==> config.mk <==
export PLATFORM = sky130hd
export DESIGN_NAME = sequential_list_engine
export DESIGN_NICKNAME = d
export VERILOG_FILES = /design/src/design/sle_pkg.sv /design/src/design/sle_ram.sv /design/src/design/sequential_list_engine.sv
export SDC_FILE = /design/constraint.sdc
export NUM_CORES = 1
export LEC_CHECK = 0
export BUFFER_PORTS_ARGS = -buffer_cell sky130_fd_sc_hd__buf_2
export CORE_MARGIN = 4
export CORE_UTILIZATION = 33
export DETAILED_ROUTE_END_ITERATION = 7
export PLACE_DENSITY = 0.54
export SYNTH_ARGS = -nofsm -noshare
export SYNTH_HDL_FRONTEND = slang
export SYNTH_SLANG_ARGS = --single-unit
==> constraint.sdc <==
create_clock -name aclk -period 4.5 [get_ports aclk]
set_input_delay 1.35 -clock aclk [delete_from_list [all_inputs] [get_ports aclk]]
set_output_delay 1.35 -clock aclk [all_outputs]
set_load 0.005 [all_outputs]
==> src/design/sle_pkg.sv <==
`default_nettype none

// Shared sizes and request codes for the ordered list engine.
package sle_pkg;

    // Number of entries that the list can hold.
    localparam int CAPACITY = 128;

    localparam int DATA_W = 8;
    localparam int POS_W  = 8;
    localparam int REQ_W  = 3;
    localparam int LEN_W  = 8;

    localparam int ADDR_W = $clog2(CAPACITY);
    localparam int CNT_W  = $clog2(CAPACITY + 1);

    // Width used to compare a position against the length without overflow.
    localparam int CMP_W = ((CNT_W > POS_W) ? CNT_W : POS_W) + 1;

    localparam int S_FIELDS_W = POS_W + DATA_W;
    localparam int S_TDATA_W  = ((S_FIELDS_W + 7) / 8) * 8;

    localparam int M_FIELDS_W = DATA_W + LEN_W + LEN_W + 1;
    localparam int M_TDATA_W  = ((M_FIELDS_W + 7) / 8) * 8;
    localparam int M_PAD_W    = M_TDATA_W - M_FIELDS_W;

    typedef enum logic [REQ_W-1:0] {
        REQ_GET    = 3'd0,
        REQ_LOCATE = 3'd1,
        REQ_INSERT = 3'd2,
        REQ_DELETE = 3'd3,
        REQ_CLEAR  = 3'd4
    } req_type_t;

endpackage

`default_nettype wire

==> src/design/sle_ram.sv <==
`default_nettype none

// Simple dual-port RAM: one write port, one read port with registered data.
module sle_ram #(
    parameter int WIDTH = 8,
    parameter int DEPTH = 128,
    localparam int AW   = $clog2(DEPTH)
) (
    input  wire logic             aclk,
    input  wire logic             wr_en,
    input  wire logic [AW-1:0]    wr_addr,
    input  wire logic [WIDTH-1:0] wr_data,
    input  wire logic [AW-1:0]    rd_addr,
    output logic      [WIDTH-1:0] rd_data
);

    logic [WIDTH-1:0] mem [DEPTH];
    logic [WIDTH-1:0] rd_data_reg;

    always_ff @(posedge aclk) begin
        if (wr_en) begin
            mem[wr_addr] <= wr_data;
        end
        rd_data_reg <= mem[rd_addr];
    end

    assign rd_data = rd_data_reg;

endmodule

`default_nettype wire

==> src/design/sequential_list_engine.sv <==
`default_nettype none

// Ordered list engine. The block keeps up to CAPACITY bytes in order, with
// positions counted from 1, and serves one request at a time: get, locate,
// insert, delete or clear. Each accepted request gives exactly one result
// with a status bit (set for a bad position, a full list on insert, or an
// unknown request kind), the byte read by get, the position found by locate
// (0 when absent), and the length and empty flag after the request. The
// entries live in one single-port-read RAM, and a small sequencer walks it
// one entry per cycle: locate reads from the front until the first match,
// insert copies the tail up by one starting from the end, and delete copies
// the tail down by one. Clear, a rejected request and removing the last
// entry go straight to the output register; an append writes the new byte
// first; get reads its entry, locate and delete walk the RAM, and insert
// moves the tail and then writes the new byte, each before the output
// register is loaded. s_tready returns together with the loading of the
// result into the output register. The longest walks are a locate over a
// full list and an insert at the front of a list holding CAPACITY - 1
// entries. s_tready is high only while no request is in progress. The
// finished result sits in an output register, so the next request can be
// taken and worked on while the previous result still waits for m_tready.
module sequential_list_engine (
    input  wire logic                          aclk,
    input  wire logic                          aresetn,

    input  wire logic                          s_tvalid,
    output logic                               s_tready,
    // [7:0] position, [15:8] value.
    input  wire logic [sle_pkg::S_TDATA_W-1:0] s_tdata,
    // [2:0] req_type.
    input  wire logic [sle_pkg::REQ_W-1:0]     s_tuser,

    output logic                               m_tvalid,
    input  wire logic                          m_tready,
    // [7:0] read_value, [15:8] found_position, [23:16] list_length,
    // [24] list_empty, upper bits zero.
    output logic      [sle_pkg::M_TDATA_W-1:0] m_tdata,
    // [0] status.
    output logic                               m_tuser
);

    import sle_pkg::*;

    typedef enum logic [1:0] {
        ST_IDLE,
        ST_WALK,
        ST_PUT,
        ST_OUT
    } state_t;

    // Sequencer and list state.
    state_t             state_reg,    state_next;
    logic [CNT_W-1:0]   count_reg,    count_next;
    logic [REQ_W-1:0]   op_reg,       op_next;
    logic [DATA_W-1:0]  val_reg,      val_next;
    logic [ADDR_W-1:0]  put_addr_reg, put_addr_next;
    logic [ADDR_W-1:0]  rd_ptr_reg,   rd_ptr_next;
    logic [ADDR_W-1:0]  end_ptr_reg,  end_ptr_next;
    logic [ADDR_W-1:0]  src_reg,      src_next;
    logic               down_reg,     down_next;
    logic               issue_reg,    issue_next;
    logic               pend_reg,     pend_next;

    // Result of the request in progress.
    logic               res_status_reg, res_status_next;
    logic [DATA_W-1:0]  res_read_reg,   res_read_next;
    logic [LEN_W-1:0]   res_found_reg,  res_found_next;

    // Output register.
    logic               m_tvalid_reg, m_tvalid_next;
    logic               m_status_reg, m_status_next;
    logic [DATA_W-1:0]  m_read_reg,   m_read_next;
    logic [LEN_W-1:0]   m_found_reg,  m_found_next;
    logic [LEN_W-1:0]   m_len_reg,    m_len_next;
    logic               m_empty_reg,  m_empty_next;

    // RAM port signals.
    logic               ram_we;
    logic [ADDR_W-1:0]  ram_waddr;
    logic [DATA_W-1:0]  ram_wdata;
    logic [DATA_W-1:0]  ram_rdata;

    // Decoded request fields and the range checks on the position.
    logic [POS_W-1:0]   in_pos;
    logic [DATA_W-1:0]  in_val;
    logic [CMP_W-1:0]   pos_x;
    logic [CMP_W-1:0]   cnt_x;
    logic [CMP_W-1:0]   posm1_x;
    logic [CMP_W-1:0]   cntm1_x;
    logic               rd_ok;
    logic               ins_ok;

    sle_ram #(
        .WIDTH (DATA_W),
        .DEPTH (CAPACITY)
    ) u_store (
        .aclk    (aclk),
        .wr_en   (ram_we),
        .wr_addr (ram_waddr),
        .wr_data (ram_wdata),
        .rd_addr (rd_ptr_reg),
        .rd_data (ram_rdata)
    );

    assign in_pos  = s_tdata[POS_W-1:0];
    assign in_val  = s_tdata[POS_W +: DATA_W];
    assign pos_x   = CMP_W'(in_pos);
    assign cnt_x   = CMP_W'(count_reg);
    assign posm1_x = pos_x - CMP_W'(1);
    assign cntm1_x = cnt_x - CMP_W'(1);

    // Get and delete need 1 <= position <= length. Insert needs
    // 1 <= position <= length + 1 and room for one more entry.
    assign rd_ok  = (in_pos != '0) && (pos_x <= cnt_x);
    assign ins_ok = (in_pos != '0) && (pos_x <= cnt_x + CMP_W'(1))
                    && (cnt_x < CMP_W'(CAPACITY));

    assign s_tready = (state_reg == ST_IDLE);

    always_comb begin
        state_next      = state_reg;
        count_next      = count_reg;
        op_next         = op_reg;
        val_next        = val_reg;
        put_addr_next   = put_addr_reg;
        rd_ptr_next     = rd_ptr_reg;
        end_ptr_next    = end_ptr_reg;
        src_next        = src_reg;
        down_next       = down_reg;
        issue_next      = issue_reg;
        pend_next       = pend_reg;
        res_status_next = res_status_reg;
        res_read_next   = res_read_reg;
        res_found_next  = res_found_reg;
        m_tvalid_next   = m_tvalid_reg && !m_tready;
        m_status_next   = m_status_reg;
        m_read_next     = m_read_reg;
        m_found_next    = m_found_reg;
        m_len_next      = m_len_reg;
        m_empty_next    = m_empty_reg;
        ram_we          = 1'b0;
        ram_waddr       = src_reg;
        ram_wdata       = ram_rdata;

        unique case (state_reg)
            ST_IDLE: begin
                if (s_tvalid) begin
                    op_next         = s_tuser;
                    val_next        = in_val;
                    put_addr_next   = posm1_x[ADDR_W-1:0];
                    res_status_next = 1'b0;
                    res_read_next   = '0;
                    res_found_next  = '0;
                    issue_next      = 1'b1;
                    pend_next       = 1'b0;
                    down_next       = 1'b0;
                    state_next      = ST_OUT;
                    unique case (s_tuser)
                        REQ_GET: begin
                            if (rd_ok) begin
                                rd_ptr_next  = posm1_x[ADDR_W-1:0];
                                end_ptr_next = posm1_x[ADDR_W-1:0];
                                state_next   = ST_WALK;
                            end else begin
                                res_status_next = 1'b1;
                            end
                        end
                        REQ_LOCATE: begin
                            // An empty list answers at once with position 0.
                            if (count_reg != '0) begin
                                rd_ptr_next  = '0;
                                end_ptr_next = cntm1_x[ADDR_W-1:0];
                                state_next   = ST_WALK;
                            end
                        end
                        REQ_INSERT: begin
                            if (!ins_ok) begin
                                res_status_next = 1'b1;
                            end else if (pos_x == cnt_x + CMP_W'(1)) begin
                                // Appending needs no move of the tail.
                                state_next = ST_PUT;
                            end else begin
                                rd_ptr_next  = cntm1_x[ADDR_W-1:0];
                                end_ptr_next = posm1_x[ADDR_W-1:0];
                                down_next    = 1'b1;
                                state_next   = ST_WALK;
                            end
                        end
                        REQ_DELETE: begin
                            if (!rd_ok) begin
                                res_status_next = 1'b1;
                            end else if (pos_x == cnt_x) begin
                                // Removing the last entry only shortens the list.
                                count_next = count_reg - CNT_W'(1);
                            end else begin
                                rd_ptr_next  = pos_x[ADDR_W-1:0];
                                end_ptr_next = cntm1_x[ADDR_W-1:0];
                                state_next   = ST_WALK;
                            end
                        end
                        REQ_CLEAR: begin
                            count_next = '0;
                        end
                        default: begin
                            res_status_next = 1'b1;
                        end
                    endcase
                end
            end

            ST_WALK: begin
                // Read side: issue one address a cycle until the end pointer.
                if (issue_reg) begin
                    pend_next = 1'b1;
                    src_next  = rd_ptr_reg;
                    if (rd_ptr_reg == end_ptr_reg) begin
                        issue_next = 1'b0;
                    end else if (down_reg) begin
                        rd_ptr_next = rd_ptr_reg - ADDR_W'(1);
                    end else begin
                        rd_ptr_next = rd_ptr_reg + ADDR_W'(1);
                    end
                end else begin
                    pend_next = 1'b0;
                end

                // Data side: the entry at src_reg is on the RAM output.
                if (pend_reg) begin
                    case (op_reg)
                        REQ_GET: begin
                            res_read_next = ram_rdata;
                        end
                        REQ_LOCATE: begin
                            if (ram_rdata == val_reg) begin
                                res_found_next = LEN_W'(CMP_W'(src_reg) + CMP_W'(1));
                                issue_next     = 1'b0;
                                pend_next      = 1'b0;
                                state_next     = ST_OUT;
                            end
                        end
                        REQ_INSERT: begin
                            ram_we    = 1'b1;
                            ram_waddr = src_reg + ADDR_W'(1);
                        end
                        REQ_DELETE: begin
                            ram_we    = 1'b1;
                            ram_waddr = src_reg - ADDR_W'(1);
                        end
                        default: begin
                        end
                    endcase

                    // The last entry of the walk has just been handled.
                    if (!issue_reg) begin
                        if (op_reg == REQ_INSERT) begin
                            state_next = ST_PUT;
                        end else begin
                            state_next = ST_OUT;
                        end
                        if (op_reg == REQ_DELETE) begin
                            count_next = count_reg - CNT_W'(1);
                        end
                    end
                end
            end

            ST_PUT: begin
                ram_we     = 1'b1;
                ram_waddr  = put_addr_reg;
                ram_wdata  = val_reg;
                count_next = count_reg + CNT_W'(1);
                state_next = ST_OUT;
            end

            ST_OUT: begin
                if (!m_tvalid_reg || m_tready) begin
                    m_tvalid_next = 1'b1;
                    m_status_next = res_status_reg;
                    m_read_next   = res_read_reg;
                    m_found_next  = res_found_reg;
                    m_len_next    = LEN_W'(cnt_x);
                    m_empty_next  = (count_reg == '0);
                    state_next    = ST_IDLE;
                end
            end

            default: begin
                state_next = ST_IDLE;
            end
        endcase
    end

    always_ff @(posedge aclk) begin
        if (!aresetn) begin
            state_reg    <= ST_IDLE;
            count_reg    <= '0;
            issue_reg    <= 1'b0;
            pend_reg     <= 1'b0;
            m_tvalid_reg <= 1'b0;
        end else begin
            state_reg    <= state_next;
            count_reg    <= count_next;
            issue_reg    <= issue_next;
            pend_reg     <= pend_next;
            m_tvalid_reg <= m_tvalid_next;
        end
        op_reg         <= op_next;
        val_reg        <= val_next;
        put_addr_reg   <= put_addr_next;
        rd_ptr_reg     <= rd_ptr_next;
        end_ptr_reg    <= end_ptr_next;
        src_reg        <= src_next;
        down_reg       <= down_next;
        res_status_reg <= res_status_next;
        res_read_reg   <= res_read_next;
        res_found_reg  <= res_found_next;
        m_status_reg   <= m_status_next;
        m_read_reg     <= m_read_next;
        m_found_reg    <= m_found_next;
        m_len_reg      <= m_len_next;
        m_empty_reg    <= m_empty_next;
    end

    assign m_tvalid = m_tvalid_reg;
    assign m_tuser  = m_status_reg;
    assign m_tdata  = {{M_PAD_W{1'b0}}, m_empty_reg, m_len_reg, m_found_reg, m_read_reg};

endmodule

`default_nettype wire

* Yosys cells after proc, flatten, opt, wreduce, memory -nomap -nowiden *
Memories as Yosys holds them, arrays and structs flattened. A register that Yosys moved wholly into a read port is not among the register bits.
Index checks and enable logic that the tools add are counted.

storage, ports and cells
  register bits = 96
  latch bits = 0
  memory bits (writable) = 1024
  ROM bits = 0
  bits of input ports = 23
  output and inout bits = 35
  logic and storage cells = 182
  memories = 1

memories
  name         depth  width  read ports  clocked after Yosys merged registers in  write ports  line           text
  u_store.mem  128    8      1           1                                        1            sle_ram.sv:17  logic [WIDTH-1:0] mem [DEPTH];

operators by class
  $add $sub $neg = 10
  multiply operators = 0
  divide/modulo/power cells = 0
  magnitude comparators = 3
  eq/ne operators = 41
  shift operators = 0
  multiplexer cells = 77
  bitwise logic cells = 0
  reductions and logical operators = 30

operator list
  cell                                                                   count
  7-bit two-way mux                                                      16
  8-bit two-way mux                                                      13
  7-bit one-hot mux with 4 select lines                                  2
  8-bit one-hot mux with 2 select lines                                  3
  7-bit one-hot mux with 2 select lines                                  3
  2-bit != test, second input constant                                   14
  7-bit by 1-bit subtractor with 7-bit output, second input constant     4
  2-bit two-way mux                                                      12
  3-bit != test, second input constant                                   8
  8-bit one-hot mux with 3 select lines                                  1
  1-bit two-way mux                                                      21
  8-bit equality test                                                    2
  2-bit one-hot mux with 4 select lines                                  2
  8-bit nonzero test                                                     2
  7-bit by 1-bit adder with 7-bit output, second input constant          2
  3-bit by 2-bit equality test with 1-bit output, second input constant  4
  11-bit AND reduction                                                   1
  2-bit AND reduction                                                    5
  5-bit AND reduction                                                    2
  8-bit by 1-bit adder with 9-bit output, second input constant          1
  8-bit by 9-bit equality test with 1-bit output                         1
  8-bit by 9-bit less-or-equal comparator with 1-bit output              1
  9-bit AND reduction                                                    1
  7-bit by 1-bit adder with 8-bit output, second input constant          1
  other kinds (27)                                                       39

* Longest topological paths before layout *
Gate-level depths: netlist (run 1).

  depth after elaboration = 8
  mapped depth = 13
  mapped depth without buffers = 12

* Hierarchy *
Synthesis (run 1) repeated with hierarchy kept, for this count alone.

second synthesis, totals
  cell total of the unflattened synthesis = 2153
  area total of the unflattened synthesis = 45239.6 um2

modules (own cells, without submodules)
  module                  times used  cells each  area an instance (um2)  sequential area each (um2)
  sle_ram                 1           1635        39658.0                 30909.6
  sequential_list_engine  1           518         5581.6                  2752.6

* Least setup slack after synthesis (run 1) *
OpenSTA, ideal clock, no wires.

  path type = input port to flip-flop
  start = input s_tdata[5] (netlist name)
  end = register rd_ptr_reg[0], enable pin
  library setup time = 0.382 ns
  arrival = 3.302 ns
  required time = 4.118 ns
  path slack = 0.816 ns
  cell stages on the path = 7
  path buffers = 0
  cell sequence = ha_1 > a211o_1 > o21ai_0 > and2_1 > o21ai_0 > a211o_1 > a21boi_0

between the ends
  cells in the longest elaborated chain, start to end = 5
  elaborated cells on any way between the ends = 14
  those cells by class = order compare: 2; eq/ne: 7; reduce/logical: 5

RTL lines
  what                                                                                             line                                                          text
  start: declaration                                                                               sequential_list_engine.sv:29                                  input wire logic [sle_pkg::S_TDATA_W-1:0] s_tdata,
  8-bit by 9-bit less-or-equal comparator with 1-bit output or 8-bit nonzero test (tied branches)  sequential_list_engine.sv:115, sequential_list_engine.sv:114
  1-bit logical AND                                                                                sequential_list_engine.sv:115                                 assign ins_ok = (in_pos != '0) && (pos_x <= cnt_x + CMP_W'(1))
  1-bit logical AND                                                                                sequential_list_engine.sv:116                                 && (cnt_x < CMP_W'(CAPACITY));
  3-bit != test (no line)                                                                          n/a
  11-bit AND reduction (no line) (*)                                                               n/a
  end signal: assignment                                                                           sequential_list_engine.sv:310                                 rd_ptr_reg <= rd_ptr_next;
  end: declaration                                                                                 sequential_list_engine.sv:57                                  logic [ADDR_W-1:0] rd_ptr_reg, rd_ptr_next;

Mark *: on every way between the ends. The rest lies on a longest branch, timed or not.
A chain may end at the register's enable or synchronous reset.

* Worst setup path after layout (run 1) *
  start = register op_reg[2]
  end = memory u_store.mem[48][2], enable pin

between the ends
  cells in the longest elaborated chain, start to end = 7
  elaborated cells on any way between the ends = 11
  those cells by class = eq/ne: 2; mux: 8; reduce/logical: 1

RTL lines
  what                                            line                           text
  start: declaration                              sequential_list_engine.sv:54   logic [REQ_W-1:0] op_reg, op_next;
  start signal: assignment                        sequential_list_engine.sv:307  op_reg <= op_next;
  3-bit by 2-bit equality test with 1-bit output  sequential_list_engine.sv:229  case (op_reg)
  2-bit OR reduction (no line)                    n/a
  1-bit two-way mux                               sequential_list_engine.sv:229
  1-bit two-way mux                               sequential_list_engine.sv:228  if (pend_reg) begin
  1-bit one-hot mux with 2 select lines           sequential_list_engine.sv:145  unique case (state_reg)
  1-bit two-way mux                               sle_ram.sv:21                  if (wr_en) begin
  1-bit two-way mux (implied by the code)         sle_ram.sv:22                  mem[wr_addr] <= wr_data;
  end: declaration                                sle_ram.sv:17

Parallel ways exist; a longest one is shown, timed or not.

==> metrics.md, run 1 <==
| Metric | Value |
|---|---|
| Drt drc | 0 |
| Largest net degree at the start of global routing | 100 |
| Worst slack, placed | around 290 ps |
| Drt wl/cell | 26.90 um |
| Leading area contributor after synthesis | edfxtp_1 |
| Leak Pwr | 17.25 nW |
| Clock-pin slew on the worst setup and hold paths | 60 ps |
| Post-synth top cells | edfxtp_1 (1,107), mux4_2 (256), mux2i_1 (85) |
| Avg Inst Size Synth | 19.53 um2 |
| Fmax achieved | ~240 MHz |
| Die Span Y | around 380 um |
| # IOs | 58 |
| Post-synth EDFFs | about 1,100 |
| Worst-path fanout max | 8 |
| CTS root buffer | clkbuf_16 |
| PortBufs | 50 |
| Final setup fails | 0 |
| Post-synth cell types | 68 |
| Final net count | about 2,700 |
| Final number of hold-violating endpoints | 0 |
| Max-slew violations | 0 |
| Post-Route Skew | ~27 ps |
| Top reg by flops | u_store.mem |
| GRT Overall Usage | roughly 17% |
| IR drop worst, VDD | ~0.46 mV |
| FFs w/ async S/R, synth | 0% |
| DRT iter0 DRCs | 2,499 |
| Clock insertion delay at the later pin of the skew report | around 700 ps |
| Via Count | around 24,000 |
| Synth top area cells | edfxtp_1 (72%), mux4_2 (13%), mux2i_1 (1.9%), a211oi_1 (1.3%), ha_1 (0.95%) |
| Final min period | roughly 4200 ps |
| GP Congestion | a little under 0.9 |
| Tightest Pin Transition | ~1300 ps |
| Max_slew headroom | a little under an eighth |
| H-tree depth | 3 |
| Setup tns final | 0 ps |
| Final period util | roughly 94% |
| M1 wire length | roughly 51 mm |
| PnR Total Power | about 0.034 W |
| Critical setup path kind | flop to flop |
| Switching share of power | approximately a third |
| Worst setup margin | between 200 and 300 ps |
| Int Power | between 0.02 and 0.025 W |
| Initial Utilization | about a third |
| Top cell type's share of synthesized area | 72.37% |
| Worst path required time | about 4900 ps |
| Clock Sinks | approximately 1,100 |
| Syn Inst Count | 2,352 |
| Die area | roughly 0.15 mm2 |
| Metal3 WL | 8.466 mm |
| Syn. warnings | 0 |
| First-pass GRT wire length | approximately 180 mm |
| Layout cell share with drive strength beyond 1 | 27.39% |
| Final WL | 121.0 mm |
| Kind of end point of the critical path | flop |
| CTS tree | yes |
| Post-DP HPWL | slightly below 80 mm |
| Antenna-violating nets left | 0 |
| Hold-critical path depth | 0 |
| Post-synthesis sequential area ratio | between 70% and 80% |
| Post-Syn Area | about 0.046 mm2 |
| Crit path launch type | flop |
| Routed vias/inst | roughly 5.4 |
| CTS Buf Count | about 120 |
| DR WL met2 | between 50 and 60 mm |
| Rows | 136 |
| Post-synth top flop | edfxtp_1 |
| Grt ovf | 0 |
| Sw Pwr | ~0.011 W |
| Status | completed |
| Via count of the first global-routing pass | 24,980 |
| Sequential power share | a little over two fifths |
| DRT Pass-1 Iters | 7 |
| Clock power share | between 20% and 30% |
| Top-count cell post-synth | edfxtp_1 |
| Comb power frac | between 20 and 30% |
| Flops & latches, synth | around 1,100 |
| CTS max path bufs | 3 |
| Worst hold slack | 417.5 ps |
| Core ar. | 0.1378 mm2 |
| RSZ-0062 raised after global routing | no |
| PwrDens | about 630 mW/mm2 |
| Post-Route Utilization | about two fifths |
| Area grow syn2layout | 16.66% |
| Top Layer Used | met4 |
| Max-cap violations | 0 |
| Antenna violations before repair | 0 |
| Ant. Diodes | 0 |
| Worst R2R Path Depth | 11 |
| Max FFs per register | 1,024 |
| Die X | ~380 um |
| Cts hold-fix bufs | 0 |
| Hold crit path type | flop to flop |
| Crit path DAT | ~4600 ps |
[critical path, stage by stage, from the launching register on]
cell and delay [ps]:
edfxtp_1 430, nand3b_1 240, inv_1 180, ha_1 300
xnor2_1 140, a222oi_1 1060, nand2_1 180, nor2_1 180
buf_4 150, nand2_1 150, nor3_1 600, buf_4 300
[power by group through the flow]
stage | Clock, W | Combinational (W) | Sequential, W
after floorplan | 0 | 0.00585 | 0.0141
after global placement | 0 | 0.00962 | 0.0143
after detailed placement | 0 | 0.00979 | 0.0143
after CTS | 0.0101 | 0.00981 | 0.0141
after global routing | 0.0105 | 0.0103 | 0.0141
final | 0.00983 | 0.00974 | 0.0141
[path summary, 6_finish.rpt]
kind                                      start                 end  slack (ps)
worst max-delay path                  op_reg[2]  u_store.mem[48][2]         270
worst min-delay path            res_read_reg[1]       m_read_reg[1]         420
worst max register to register        op_reg[2]  u_store.mem[48][2]         270
worst min register to register  res_read_reg[1]       m_read_reg[1]         420
[repair_timing]
action / 4_1_cts / 5_1_grt
buffers inserted: 0 / 1
gates resized for setup: 0 / 0
endpoints found under the setup margin: 0 / 13
[through the flow]
stage	cell area, um2	instances
2_1_floorplan	45960	2358
3_3_place_gp	49670	4283
5_1_grt	53590	4499
3_5_place_dp	49670	4283
4_1_cts	53580	4498
6_report	53590	4499
[layer usage]
metal	track usage, %	vias to the layer above
met2	26.17	992
met5	0	-
met4	6.384	0
met3	3.480	196
met1	22.39	12880
li1	-	10290
[placed cells by master, fill, tap and decap left out, types with 8 or more instances in the layout]
| master | Yosys | final |
|---|---|---|
| nor3_1 | 83 | 83 |
| clkinv_2 | 0 | 25 |
| edfxtp_1 | 1107 | 1107 |
| a22oi_1 | 18 | 18 |
| inv_1 | 39 | 39 |
| mux2i_1 | 85 | 85 |
| nand3_1 | 34 | 34 |
| o21ai_0 | 38 | 38 |
| clkinvlp_4 | 0 | 11 |
| and2_1 | 12 | 12 |
| a221oi_1 | 37 | 37 |
| clkbuf_16 | 0 | 118 |
| mux4_2 | 256 | 256 |
| ha_1 | 35 | 35 |
| buf_12 | 0 | 25 |
| mux2_2 | 17 | 9 |
| dfxtp_1 | 21 | 21 |
| xnor2_1 | 29 | 29 |
| clkinv_1 | 1 | 22 |
| buf_4 | 25 | 200 |
| nand2_1 | 66 | 66 |
| clkbuf_1 | 41 | 14 |
| bufinv_16 | 0 | 17 |
| a221o_1 | 9 | 8 |
| buf_2 | 57 | 50 |
| nor2_1 | 52 | 51 |
| nor2b_1 | 19 | 18 |
| a31oi_1 | 9 | 9 |
| mux2_4 | 0 | 8 |
| a211oi_1 | 82 | 82 |
| a22o_1 | 10 | 10 |
| xor2_1 | 13 | 13 |
| a21oi_1 | 46 | 46 |
[layout make-up]
type	instances	area [um2]
clock buffers	133	3019
clock inverters	82	889.6
multi-input cells	1047	11370
flip-flops and latches	1128	33660
fillers	12420	84250
well taps	1794	2245
inverters	40	150.1
repair buffers	275	2252
[kinds of logic after synthesis]
kind of cell | count (synthesis) | share of synthesized area (%)
compound gates | 298 | 4.666
xor+xnor | 42 | 0.8008
fa+ha+maj | 37 | 1.041
buf+inv | 183 | 2.133
flops | 1128 | 73.29
mux | 358 | 14.82
other cells | 1 | 0.008164
simple gates | 305 | 3.244
Note: power is estimated with default switching activity, not from simulation.
==> run 2, diff against run 1 <==
REMOVE_ABC_BUFFERS = 1   (was not set)
SLEW_MARGIN = 0   (was not set)
==> metrics.md, run 2 (synthesis results as in run 1) <==
| Metric | Value |
|---|---|
| Drt wl/cell | approximately 27 um |
| H-tree depth | 3 |
| Worst slack, placed | 319.8 ps |
| GRT Overall Usage | 16.27% |
| Largest net degree at the start of global routing | approximately 110 |
| Max-slew violations | 0 |
| Most common cell after layout, fill and taps aside | edfxtp_1 |
| CTS root buffer | clkbuf_16 |
| Worst hold slack | 417.4 ps |
| Final period util | 96.41% |
| DRT Pass-1 Iters | 5 |
| Final min period | about 4300 ps |
| CP max stage delay | around 740 ps |
| DRT iter0 DRCs | 2,732 |
| Rows | between 100 and 150 |
| Post-Route Skew | 36.35 ps |
| CTS Buf Count | around 110 |
| Post-DP HPWL | just under 80 mm |
| Worst-path fanout max | 8 |
| Post-CTS setup buffers | 0 |
| Initial Utilization | ~33% |
| Setup tns final | 0 ps |
| Worst r2r src | op_reg[2] |
| Crit path DAT | 4740 ps |
| CP Depth | 11 |
| Worst path required time | 4900 ps |
| Post-DP Area | ~0.05 mm2 |
| Max FFs per register | 1,024 |
| Slowest cell on crit path | a222oi_1 |
| Layout cell share with drive strength beyond 1 | about a quarter |
| Leak Pwr | roughly 17 nW |
| RR Endpoint | u_store.mem[22][3] |
| Crit path cell chain | nand3b_1 -> inv_1 -> ha_1 -> a21o_1 -> a21o_1 -> xor2_1 -> a222oi_1 -> nor2b_1 -> nand2_1 -> nor3_1 -> buf_4 |
| Final instance area | roughly 0.053 mm2 |
| Cts hold-fix bufs | 0 |
| CP endpoint | u_store.mem[22][3] |
| IR drop worst, VDD | around 0.53 mV |
| Crit-path leading delay family | simple AND/OR/NAND/NOR gates |
| Grt ovf | 0 |
| Fmax achieved | roughly 230 MHz |
| Die Span Y | roughly 380 um |
| Core ar. | 0.1378 mm2 |
| Final number of hold-violating endpoints | 0 |
| Routed vias/inst | about 5.4 |
| Crit path from | op_reg[2] |
| Max_slew headroom | between 10% and 20% |
| # IOs | 58 |
| Max-cap violations | 0 |
| RSZ-0062 raised after global routing | no |
| Die X | roughly 380 um |
| PwrDens | around 620 mW/mm2 |
| Clock Sinks | approximately 1,100 |
| Internal reg-to-reg setup slack | between 150 and 200 ps |
| Antenna-violating nets left | 0 |
| Clock-pin slew on the worst setup and hold paths | 70 ps |
| CTS max path bufs | 3 |
| Drt drc | 0 |
| Worst R2R Path Depth | 11 |
| GP Congestion | 0.8663 |
| PortBufs | 50 |
| Antenna violations before repair | 2 |
| Die area | ~0.15 mm2 |
| Bufs and invs on worst path | 2 |
| Clock insertion delay at the later pin of the skew report | 700 ps |
| Via count of the first global-routing pass | between 20,000 and 25,000 |
| Via Count | 24,310 |
| Tightest Pin Transition | 1287 ps |
| Final setup fails | 0 |
| CP most frequent cell | a21o_1 |
| Area grow syn2layout | 15.55% |
| Top reg by flops | u_store.mem |
| Status | completed |
| Hold crit path type | flop to flop |
| CTS tree | yes |
| Most frequent cells in the layout | edfxtp_1 (1,107), mux4_2 (256), buf_4 (178) |
| Post-CTS sizing | 0 |
| PnR Total Power | around 0.033 W |
| Final WL | approximately 120 mm |
| Kind of end point of the critical path | flop |
| First-pass GRT wire length | between 150 and 200 mm |
| Final net count | 2,634 |
| # fillers | around 12,000 |
| Worst setup margin | 161.3 ps |
| Crit path launch type | flop |
| Critical setup path kind | flop to flop |
-- run 2: report_power, final --
part,internal [W],switching [W],leakage (nW)
clock network,0.00548,0.00397,1.81
logic,0.00310,0.00649,5.03
registers,0.0137,0.000284,10.1
-- run 2: layout make-up --
| class | count | area (um2) | share of cell area, % |
|---|---|---|---|
| inverters | 40 | 150.1 | 0.2829 |
| repair buffers | 245 | 1927 | 3.630 |
| flip-flops and latches | 1128 | 33660 | 63.42 |
| diodes | 1 | 2.502 | 0.004715 |
| multi-input cells | 1047 | 11370 | 21.42 |
| clock inverters | 73 | 807.0 | 1.521 |
| clock buffers | 136 | 2914 | 5.490 |
| well taps | 1794 | 2245 | 4.229 |
-- run 2: routing by layer --
layer / GRT usage (%) / vias to the layer above / share of wire (%)
met3: 2.833 / 174 / 6.8
met1: 23.48 / 12880 / 44
met5: 0 / - / 0
li1: - / 10230 / -
met4: 4.301 / 0 / 2.5
met2: 25.56 / 1036 / 47
-- run 2: worst min-delay path by stage --
| stage | from | to | slack (ps) | cells after the start |
|---|---|---|---|---|
| after global routing | res_found_reg[2] | m_found_reg[2] | 420 | 0 |
| after global placement | res_found_reg[4] | m_found_reg[4] | 400 | 0 |
| after floorplan | res_found_reg[0] | m_found_reg[0] | 400 | 0 |
| final | res_found_reg[2] | m_found_reg[2] | 420 | 0 |
| after CTS | res_found_reg[2] | m_found_reg[2] | 420 | 0 |
| after detailed placement | res_found_reg[2] | m_found_reg[2] | 400 | 0 |
-- run 2: through the flow --
| step | instances | utilization [%] |
|---|---|---|
| after floorplan | 2215 | - |
| after CTS | 4463 | 38.51 |
| final | 4464 | 38.51 |
| after global placement | 4254 | 35.81 |
| after global routing | 4463 | 38.51 |
| after detailed placement | 4254 | 35.81 |
